`src/hw/rtl/depth_to_point_box_hit_test_unit_macros.svh`:
```
// assertion helpers for the depth to point unit
`ifndef DEPTH_TO_POINT_BOX_HIT_TEST_UNIT_MACROS_SVH
`define DEPTH_TO_POINT_BOX_HIT_TEST_UNIT_MACROS_SVH
`ifndef SYNTHESIS
`define DTP_ASSERT(label, clk, rst_n, prop) \
  label: assert property (@(posedge clk) disable iff (!rst_n) prop) else $error("%m failed");
`define DTP_ASSERT_NEVER(label, clk, rst_n, cond) \
  label: assert property (@(posedge clk) disable iff (!rst_n) !(cond)) else $error("%m failed");
`else
`define DTP_ASSERT(label, clk, rst_n, prop)
`define DTP_ASSERT_NEVER(label, clk, rst_n, cond)
`endif
`endif

```
`src/hw/rtl/dtp_pkg.sv`:
```
package dtp_pkg;
  localparam int unsigned MaxBoxes     = 8;
  localparam int unsigned SampleStride = 10;
  localparam int unsigned FracBits     = 16;
  localparam int unsigned CfgIdxW      = 3;
  localparam int unsigned CfgDataW     = 16;

  localparam logic [CfgIdxW-1:0] RegFocal  = 3'd0;
  localparam logic [CfgIdxW-1:0] RegPixel  = 3'd1;
  localparam logic [CfgIdxW-1:0] RegWidth  = 3'd2;
  localparam logic [CfgIdxW-1:0] RegHeight = 3'd3;
  localparam logic [CfgIdxW-1:0] RegBoxes  = 3'd4;

  localparam logic CmdPixel = 1'b0;
  localparam logic CmdBox   = 1'b1;

  typedef struct packed {
    logic               cmd;
    logic [15:0]        depth;
    logic [2:0]         box_index;
    logic signed [31:0] box_min_x;
    logic signed [31:0] box_max_x;
    logic signed [31:0] box_min_y;
    logic signed [31:0] box_max_y;
    logic signed [31:0] box_min_z;
    logic signed [31:0] box_max_z;
  } in_item_t;

  typedef struct packed {
    logic signed [31:0] point_x;
    logic signed [31:0] point_y;
    logic signed [31:0] point_z;
    logic [7:0]         hit_mask;
    logic               frame_end;
  } out_item_t;
endpackage

```
`src/hw/rtl/dtp_ram.sv`:
```
// generic single-port ram, registered read
module dtp_ram #(
  parameter int unsigned Width = 32,
  parameter int unsigned Depth = 48
) (
  input  logic                     clk_i,
  input  logic                     we_i,
  input  logic [$clog2(Depth)-1:0] addr_i,
  input  logic [Width-1:0]         wdata_i,
  output logic [Width-1:0]         rdata_o
);
  logic [Width-1:0] mem_q [Depth];

  always_ff @(posedge clk_i) begin
    if (we_i) begin
      mem_q[addr_i] <= wdata_i;
    end
    rdata_o <= mem_q[addr_i];
  end
endmodule

```
`src/hw/rtl/depth_to_point_box_hit_test_unit.sv`:
```
// Depth pixels in raster order become Q15.16 points (x, y, z) with one result
// item per pixel; a box load (cmd 1) writes six bounds, one per cycle, into a
// single-port bound ram and clears the box's hit flag, giving no result. Per
// pixel, x and y each go through one shared restoring divider, one quotient bit
// per cycle (two passes of 42 bits, each after a multiply setup), and z is
// formed by a 16 by 32 bit multiply by the reciprocal of ten. Every
// SAMPLE_STRIDE-th pixel then reads the active boxes' bounds from the ram one at
// a time, each bound read, awaited and compared before the next; a box stops at
// its first failing bound. There is no clearing pass; the hit test must not be
// enabled for a box that was never loaded. The block holds one item at a time
// and is ready again once its result has left the output or a box load ends.
`include "depth_to_point_box_hit_test_unit_macros.svh"
module depth_to_point_box_hit_test_unit #(
  parameter int unsigned MaxBoxes     = dtp_pkg::MaxBoxes,
  parameter int unsigned SampleStride = dtp_pkg::SampleStride,
  parameter int unsigned FracBits     = dtp_pkg::FracBits
) (
  input  logic                           clk_i,
  input  logic                           rst_ni,
  input  logic                           cfg_we_i,
  input  logic [dtp_pkg::CfgIdxW-1:0]    cfg_idx_i,
  input  logic [dtp_pkg::CfgDataW-1:0]   cfg_data_i,
  input  logic                           in_valid_i,
  output logic                           in_ready_o,
  input  dtp_pkg::in_item_t              in_item_i,
  output logic                           out_valid_o,
  input  logic                           out_ready_i,
  output dtp_pkg::out_item_t             out_item_o
);
  localparam int unsigned ScaleUp   = (FracBits >= 16) ? FracBits - 16 : 0;
  localparam int unsigned ScaleDown = (FracBits < 16) ? 16 - FracBits : 0;
  // numerator: 10 bits diff * 16 depth * 16 pitch, shifted up
  localparam int unsigned NumW    = 42 + ScaleUp;
  localparam int unsigned DenW    = 20 + ScaleDown;
  localparam int unsigned QW      = NumW;
  localparam int unsigned QCntW   = $clog2(QW + 1);
  localparam int unsigned BDepth  = MaxBoxes * 6;
  localparam int unsigned BAddrW  = $clog2(BDepth);
  localparam int unsigned BoxW    = $clog2(MaxBoxes);
  localparam int unsigned BoxCntW = $clog2(MaxBoxes + 1);
  localparam int unsigned PhW     = $clog2(SampleStride + 1);
  // reciprocal of ten scaled by 2^(FracBits+19), rounded up, exact floor for 16 bit depth
  localparam int unsigned RecipSh = 19;
  localparam int unsigned RecipW  = FracBits + 16;
  localparam int unsigned ZqW     = FracBits + 13;
  localparam logic [RecipW-1:0] Recip10 =
    RecipW'((64'd1 << (FracBits + RecipSh)) / 64'd10 + 64'd1);

  typedef enum logic [3:0] {
    StIdle, StLoad, StMulA, StMulB, StDiv, StDivDone, StTestRd, StTestWait,
    StTestCmp, StOut
  } state_e;

  state_e state_q;
  dtp_pkg::in_item_t item_q;
  dtp_pkg::out_item_t res_q;
  logic [15:0] focal_q, pixel_q;
  logic [10:0] width_q, height_q;
  logic [3:0]  boxes_q;
  logic [9:0]  col_q, row_q;
  logic [PhW-1:0] phase_q;
  logic [MaxBoxes-1:0] hit_q, box_hit_q;
  logic [2:0]  bcnt_q;
  logic [BoxCntW-1:0] box_q;
  logic axis_q;
  logic neg_q;
  logic [25:0] prod_q;
  logic [NumW-1:0] num_q;
  logic [DenW-1:0] den_q;
  logic [DenW:0]   rem_q;
  logic [QW-1:0]   quo_q;
  logic [QCntW-1:0] qcnt_q;
  logic signed [31:0] px_q, py_q;

  // ram access
  logic ram_we;
  logic [BAddrW-1:0] ram_addr;
  logic [31:0] ram_wdata, ram_rdata;

  dtp_ram #(.Width(32), .Depth(BDepth)) u_bounds (
    .clk_i, .we_i(ram_we), .addr_i(ram_addr), .wdata_i(ram_wdata),
    .rdata_o(ram_rdata)
  );

  logic [BAddrW+2:0] base_addr;
  assign base_addr = (state_q == StLoad)
                     ? (BAddrW + 3)'(item_q.box_index) * (BAddrW + 3)'(6)
                     : (BAddrW + 3)'(box_q) * (BAddrW + 3)'(6);
  assign ram_addr = BAddrW'(base_addr + (BAddrW + 3)'(bcnt_q));
  assign ram_we   = (state_q == StLoad);
  always_comb begin
    unique case (bcnt_q)
      3'd0:    ram_wdata = item_q.box_min_x;
      3'd1:    ram_wdata = item_q.box_max_x;
      3'd2:    ram_wdata = item_q.box_min_y;
      3'd3:    ram_wdata = item_q.box_max_y;
      3'd4:    ram_wdata = item_q.box_min_z;
      default: ram_wdata = item_q.box_max_z;
    endcase
  end

  // position offset from the optical center
  logic [10:0] center, pos, diff_raw;
  logic [9:0]  diff;
  logic        pos_neg;
  assign center   = axis_q ? 11'd240 : 11'd320;
  assign pos      = axis_q ? {1'b0, row_q} : {1'b0, col_q};
  assign pos_neg  = pos > center;
  assign diff_raw = pos_neg ? pos - center : center - pos;
  assign diff     = diff_raw[9:0];

  // z by reciprocal multiply, one multiplier
  logic [RecipW+15:0] zprod;
  logic [ZqW-1:0] zq;
  logic signed [31:0] pz;
  assign zprod = (RecipW + 16)'(item_q.depth) * (RecipW + 16)'(Recip10);
  assign zq    = zprod[RecipSh +: ZqW];
  assign pz    = (64'(zq) > 64'h7FFF_FFFF) ? 32'sh7FFF_FFFF : 32'(zq);

  // one restoring division step
  logic [DenW:0] rem_sh;
  logic [DenW:0] rem_sub;
  assign rem_sh  = {rem_q[DenW-1:0], num_q[NumW-1]};
  assign rem_sub = rem_sh - {1'b0, den_q};

  // saturate and sign the quotient
  logic signed [31:0] lat;
  always_comb begin
    if (neg_q) begin
      lat = (quo_q >= QW'(64'h8000_0000)) ? 32'sh8000_0000 : -$signed(32'(quo_q));
    end else begin
      lat = (quo_q > QW'(64'h7FFF_FFFF)) ? 32'sh7FFF_FFFF : 32'(quo_q);
    end
  end

  // bound compare for the current box
  logic signed [31:0] pv, bnd;
  logic in_b;
  assign bnd = ram_rdata;
  always_comb begin
    unique case (bcnt_q[2:1])
      2'd0:    pv = px_q;
      2'd1:    pv = py_q;
      default: pv = res_q.point_z;
    endcase
  end
  assign in_b = bcnt_q[0] ? (pv < bnd) : (pv > bnd);

  logic [BoxCntW-1:0] nbox;
  assign nbox = (32'(boxes_q) > MaxBoxes) ? BoxCntW'(MaxBoxes) : BoxCntW'(boxes_q);

  logic [10:0] wlim, hlim;
  assign wlim = (width_q == 11'd0) ? 11'd1 : (width_q > 11'd1024 ? 11'd1024 : width_q);
  assign hlim = (height_q == 11'd0) ? 11'd1 : (height_q > 11'd1024 ? 11'd1024 : height_q);

  // raster position and stride phase after this pixel
  logic col_wrap, row_wrap;
  logic [PhW-1:0] phase_inc;
  assign col_wrap  = (11'(col_q) + 11'd1) >= wlim;
  assign row_wrap  = (11'(row_q) + 11'd1) >= hlim;
  assign phase_inc = (32'(phase_q) + 1 >= SampleStride) ? '0 : phase_q + 1'b1;

  logic [15:0] focal_eff;
  assign focal_eff = (focal_q == 16'd0) ? 16'd1 : focal_q;

  assign in_ready_o  = (state_q == StIdle);
  assign out_valid_o = (state_q == StOut);
  assign out_item_o  = res_q;

  // sequencer
  always_ff @(posedge clk_i or negedge rst_ni) begin
    if (!rst_ni) begin
      state_q  <= StIdle;
      focal_q  <= 16'd120;
      pixel_q  <= 16'd13658;
      width_q  <= 11'd640;
      height_q <= 11'd480;
      boxes_q  <= 4'd0;
      col_q    <= '0;
      row_q    <= '0;
      phase_q  <= '0;
      hit_q    <= '0;
      bcnt_q   <= '0;
      box_q    <= '0;
      axis_q   <= 1'b0;
    end else begin
      if (cfg_we_i) begin
        unique case (cfg_idx_i)
          dtp_pkg::RegFocal:  focal_q  <= cfg_data_i;
          dtp_pkg::RegPixel:  pixel_q  <= cfg_data_i;
          dtp_pkg::RegWidth:  width_q  <= cfg_data_i[10:0];
          dtp_pkg::RegHeight: height_q <= cfg_data_i[10:0];
          dtp_pkg::RegBoxes:  boxes_q  <= cfg_data_i[3:0];
          default: ;
        endcase
      end
      unique case (state_q)
        StIdle: begin
          if (in_valid_i) begin
            item_q <= in_item_i;
            bcnt_q <= '0;
            axis_q <= 1'b0;
            if (in_item_i.cmd == dtp_pkg::CmdBox) begin
              if (32'(in_item_i.box_index) < MaxBoxes) begin
                state_q <= StLoad;
              end
            end else begin
              state_q <= StMulA;
            end
          end
        end
        StLoad: begin
          if (bcnt_q == 3'd5) begin
            bcnt_q  <= '0;
            hit_q[BoxW'(item_q.box_index)] <= 1'b0;
            state_q <= StIdle;
          end else begin
            bcnt_q <= bcnt_q + 3'd1;
          end
        end
        StMulA: begin
          neg_q   <= pos_neg;
          prod_q  <= 26'(diff) * 26'(item_q.depth);
          res_q.point_z <= pz;
          state_q <= StMulB;
        end
        StMulB: begin
          num_q  <= NumW'(42'(prod_q) * 42'(pixel_q)) << ScaleUp;
          den_q  <= DenW'((20'(focal_eff) * 20'd10)) << ScaleDown;
          rem_q  <= '0;
          quo_q  <= '0;
          qcnt_q <= '0;
          state_q <= StDiv;
        end
        StDiv: begin
          num_q <= num_q << 1;
          if (!rem_sub[DenW]) begin
            rem_q <= rem_sub;
            quo_q <= {quo_q[QW-2:0], 1'b1};
          end else begin
            rem_q <= rem_sh;
            quo_q <= {quo_q[QW-2:0], 1'b0};
          end
          if (qcnt_q == QCntW'(QW - 1)) begin
            state_q <= StDivDone;
          end
          qcnt_q <= qcnt_q + 1'b1;
        end
        StDivDone: begin
          if (!axis_q) begin
            px_q    <= lat;
            axis_q  <= 1'b1;
            state_q <= StMulA;
          end else begin
            py_q      <= lat;
            box_q     <= '0;
            bcnt_q    <= '0;
            box_hit_q <= '0;
            if (phase_q == '0 && nbox != '0) begin
              state_q <= StTestRd;
            end else begin
              state_q <= StTestCmp;
            end
          end
        end
        StTestRd: begin
          state_q <= StTestWait;
        end
        StTestWait: begin
          // bound for the current axis arrives now
          if (!in_b) begin
            box_hit_q[BoxW'(box_q)] <= 1'b0;
          end else if (bcnt_q == 3'd0) begin
            box_hit_q[BoxW'(box_q)] <= 1'b1;
          end
          if (bcnt_q == 3'd5 || !in_b) begin
            bcnt_q <= '0;
            box_q  <= box_q + 1'b1;
          end else begin
            bcnt_q <= bcnt_q + 3'd1;
          end
          state_q <= StTestCmp;
        end
        StTestCmp: begin
          if (box_q >= nbox || phase_q != '0) begin
            hit_q <= hit_q | box_hit_q;
            res_q.point_x   <= px_q;
            res_q.point_y   <= py_q;
            res_q.hit_mask  <= 8'(hit_q | box_hit_q);
            res_q.frame_end <= col_wrap && row_wrap;
            phase_q <= (col_wrap && row_wrap) ? '0 : phase_inc;
            if (col_wrap) begin
              col_q <= '0;
              if (row_wrap) begin
                row_q <= '0;
              end else begin
                row_q <= row_q + 10'd1;
              end
            end else begin
              col_q <= col_q + 10'd1;
            end
            state_q <= StOut;
          end else begin
            state_q <= StTestRd;
          end
        end
        StOut: begin
          if (out_ready_i) begin
            state_q <= StIdle;
          end
        end
        default: state_q <= StIdle;
      endcase
    end
  end

  `DTP_ASSERT(a_ready_idle, clk_i, rst_ni, in_ready_o |-> !out_valid_o)
  `DTP_ASSERT(a_out_hold, clk_i, rst_ni, (out_valid_o && !out_ready_i) |=> out_valid_o)
  `DTP_ASSERT_NEVER(a_end_counters, clk_i, rst_ni, out_valid_o && res_q.frame_end && (col_q != '0 || row_q != '0))
endmodule

```
`config.mk`:
```
export PLATFORM = sky130hd
export DESIGN_NAME = depth_to_point_box_hit_test_unit
export DESIGN_NICKNAME = d
export VERILOG_FILES = /design/src/hw/rtl/dtp_pkg.sv /design/src/hw/rtl/dtp_ram.sv /design/src/hw/rtl/depth_to_point_box_hit_test_unit.sv
export VERILOG_INCLUDE_DIRS = /design/src /design/src/hw/rtl
export SDC_FILE = /design/constraint.sdc
export NUM_CORES = 2
export LEC_CHECK = 0
export BUFFER_PORTS_ARGS = -buffer_cell sky130_fd_sc_hd__buf_2
export CAP_MARGIN = 10
export CORE_UTILIZATION = 30
export DETAILED_ROUTE_END_ITERATION = 6
export GPL_TIMING_DRIVEN = 0
export PLACE_DENSITY = 0.57
export SLEW_MARGIN = 20
export SYNTH_ARGS = -nofsm -noshare
export SYNTH_HDL_FRONTEND = slang
export SYNTH_SLANG_ARGS = --single-unit
```
`constraint.sdc`:
```
create_clock -name clk_i -period 8.3 [get_ports clk_i]
set_clock_uncertainty 0.15 [all_clocks]
set_input_delay 1.245 -clock clk_i [delete_from_list [all_inputs] [get_ports clk_i]]
set_output_delay 1.245 -clock clk_i [all_outputs]
set_load 0.005 [all_outputs]
```
==> key figures <==
Flow run
  • Maxcap violations: 0

Logic synthesis
  • Cells after Synth: 7785
  • Ys flop type: edfxtp_1
  • Syn Std Cell Area: 108000 um^2
  • Synth cell types: 82
  • Yosys Warn Count: 0
  • Number of synthesized flops with an enable pin: 2077
  • Mapped Avg Cell Area: 13.8 um^2
  • Async set-reset flop share out of synthesis: 4.61%
  • Register area share after synthesis: 60.9%
  • FF+latch count, synth: 2211

Floorplan
  • Total core area: 357000 um^2
  • Die footprint: 362000 um^2
  • Initial Util: 30.2%
  • Die Wd: 601 um
  • Die Ht: 601 um
  • # rows: 219
  • # IOs: 343

Global route
  • First-pass GRT wire length: 518000 um
  • GRT overflow: 0
  • Initial antenna violation count: 35
  • Global Route Usage Sum: 19.8%
  • Vias in the first global route: 70900
  • Largest net degree at the start of global routing: 62

Cells and area
  • Area Overhead vs Synth: 17.9%
  • Post-Layout Cell Count: 13500
  • Fillers: 34200
  • Nets: 9740
  • Post-route cell area: 127000 um^2
  • Fraction of layout cells with a size suffix above 1: 13.5%

Setup path
  • Crit-path leading delay family: buffers and inverters
  • Startpoint Class: flop
  • Slowest stage delay, CP: 0.86 ns
  • R2R Path Start: state_q[0]
  • Crit-path cells: clkbuf_1, inv_2, nor4_2, clkbuf_1, nand2_1, o21ai_0, ha_1, inv_1, fa_1, nor3b_2, clkbuf_1, clkbuf_2, clkbuf_2, clkbuf_2, nand2_1, nor2_4, buf_12
  • Crit path max fanout: 24
  • Worst setup path class: flop to flop
  • Worst EP required: 8.74 ns
  • Worst Path Buf+Inv: 9
  • Slowest CP cell: fa_1
  • Critical Path Sink Type: flop
  • Critical path startpoint: state_q[0]
  • Critical path arrival: 8.79 ns

Timing
  • Final Hold Vio Count: 0
  • Highest Clock Rate: 120 MHz
  • Tcrit/Tclk final: 101%
  • Setup violators final: 20
  • Minimum clock period: 8.35 ns
  • Final Slew Violations: 0
  • RSZ-0062 raised after global routing: yes
  • Worst Setup Slack, final: -0.0488 ns
  • Worst Max-Slew Pin Slew: 1.30 ns
  • Rel. slew slack: 12.5%

Status
  • Outcome: finished, violations left
  • Failing checks: setup timing

Routing
  • DR vias: 71400
  • DR pass1 iterations: 6
  • DRC violations left: 0
  • Final WL: 367000 um
  • Vias per cell: 5.30
  • Post-detailed-route count of antenna-violating nets: 0
  • Routed WL per cell: 27.2 um
  • 1st-iter DRT viols: 8747

Clock tree
  • Clock-pin slew on the worst setup and hold paths: 0.07 ns
  • H-tree depth: 4
  • Clock buffer depth: 4
  • Worst-Skew Late Latency: 0.92 ns
  • Hold buffers post-CTS: 0
  • CTS buffer count: 220
  • CTS tree: done
  • CTS root buf: clkbuf_16
  • CTS Sinks: 2211

Place
  • Port bufs: 339
  • GPL Wtd Cong: 0.970
  • Dpl cell area: 119000 um^2
  • Dpl cells: 13000
  • Post-DP HPWL: 270000 um

Worst hold path
  • Tightest Hold Check Type: input port to async pin
## cell usage in the layout (no fill, tap or decap), types with 40 or more instances in the layout
master / synthesis / routed
clkinv_1: 1 / 51
xor2_1: 54 / 54
clkbuf_1: 393 / 359
mux2i_1: 43 / 40
inv_1: 690 / 688
nand4_1: 212 / 212
o21ai_0: 246 / 242
a221oi_1: 101 / 101
nand3_1: 70 / 70
clkbuf_2: 0 / 62
buf_4: 3 / 60
a22oi_1: 595 / 595
nand2_1: 584 / 582
a22o_1: 98 / 98
buf_16: 0 / 71
xnor2_1: 100 / 93
buf_2: 3 / 347
edfxtp_1: 2077 / 2077
a21oi_1: 207 / 197
ha_1: 439 / 433
mux2_2: 72 / 71
dfrtp_1: 84 / 83
and2_1: 257 / 255
o211ai_1: 61 / 61
a21o_1: 60 / 59
clkbuf_16: 0 / 220
fa_1: 531 / 531
nor2_4: 1 / 51
nor2_1: 242 / 190
## layer usage
metal | vias to the layer above | global-route usage (%) | wire length (um)
li1 | 30400 | - | -
met1 | 36500 | 25.8 | 145000
met2 | 3713 | 31.9 | 170000
met3 | 771 | 3.43 | 32000
met4 | 14 | 9.37 | 19500
met5 | - | 0 | 82
## state kept, by name, indices dropped and copies added (netlist names), 16 cells and up
name,cells
py_q,32
u_bounds.mem_q,1536
px_q,32
den_q,19
out_item_o,102
quo_q,42
pixel_q,16
rem_q,20
u_bounds.rdata_o,32
prod_q,26
num_q,42
focal_q,16
item_q,211
## final cells by class
| type | instances | area [um^2] | share of cell area (%) |
|---|---|---|---|
| Clock buffer | 272 | 5730 | 4.51 |
| Multi-Input combinational cell | 4452 | 39000 | 30.7 |
| Timing Repair Buffer | 535 | 5190 | 4.09 |
| Clock inverter | 120 | 1130 | 0.893 |
| Inverter | 692 | 2600 | 2.05 |
| Antenna cell | 29 | 72.6 | 0.0571 |
| Buffer | 422 | 1810 | 1.42 |
| Tap cell | 4751 | 5940 | 4.68 |
| Sequential cell | 2211 | 65600 | 51.6 |
## path summary, 6_finish.rpt
kind | to | depth (start not counted) | slack (ns)
hold reg to reg | out_item_o[100] | 0 | 0.22
max in group asynchronous | row_q[4] | 2 | 7.04
setup / recovery | u_bounds.mem_q[16][9] | 17 | -0.05
min in group clk_i | out_item_o[100] | 0 | 0.22
setup reg to reg | u_bounds.mem_q[16][9] | 17 | -0.05
hold / removal | pixel_q[7] | 1 | 0.21
## worst register-to-register path, stage by stage (launching register included)
cell	delay, ns
dfrtp_1	0.32
clkbuf_1	0.37
inv_2	0.20
nor4_2	0.53
clkbuf_1	0.59
nand2_1	0.10
o21ai_0	0.12
ha_1	0.22
inv_1	0.06
fa_1	0.86
nor3b_2	0.76
clkbuf_1	0.59
clkbuf_2	0.63
clkbuf_2	0.48
clkbuf_2	0.52
nand2_1	0.71
nor2_4	0.61
buf_12	0.26
## cells in the mapped netlist (43+ instances only)
cell type  instances  area [um^2]
nor3_1            47          235
fa_1             531        10600
a21oi_1          207         1040
xnor2_1          100          876
nor2_1           242          908
clkbuf_1         393         1480
ha_1             439         5490
and2_1           257         1610
o211ai_1          61          458
a22o_1            98          858
dfrtp_1           84         2100
edfxtp_1        2077        62400
nand2_1          584         2190
mux2_2            72          811
a22oi_1          595         4470
inv_1            690         2590
nand4_1          212         1330
xor2_1            54          473
a21o_1            60          450
a221oi_1         101          885
nand3_1           70          350
o21ai_0          246         1230
mux2i_1           43          430
## per-stage QoR
stage	setup slack [ns]	hold WS [ns]	TNS (ns)	utilization, %
CTS	0.00163	0.199	0	35.5
floorplan	0.0585	0.276	0	-
global placement	-4.67	0.284	-6891.00	32.3
detailed placement	-1.75	0.284	-331.46	33.4
global route	-0.210	0.210	-0.286	35.6
finish	-0.0488	0.214	-0.623	35.6
## repair_timing
action / in CTS / in global routing
setup buffers: 25 / 16
gates cloned: 1 / 0
pin swaps: 16 / 12
gates resized for setup: 76 / 86
setup endpoints to repair: 411 / 249
## logic make-up after synthesis
kind of cell / share of synthesized area [%]
other cells: 0.00348
compound gates: 10.6
buf+inv: 3.93
flops: 60.9
simple gates: 7.24
mux: 1.15
xor+xnor: 1.25
fa+ha+maj: 15.0
Power is not shown: default switching activity piles up to over one toggle a cycle in this logic, so the estimate is an artifact.
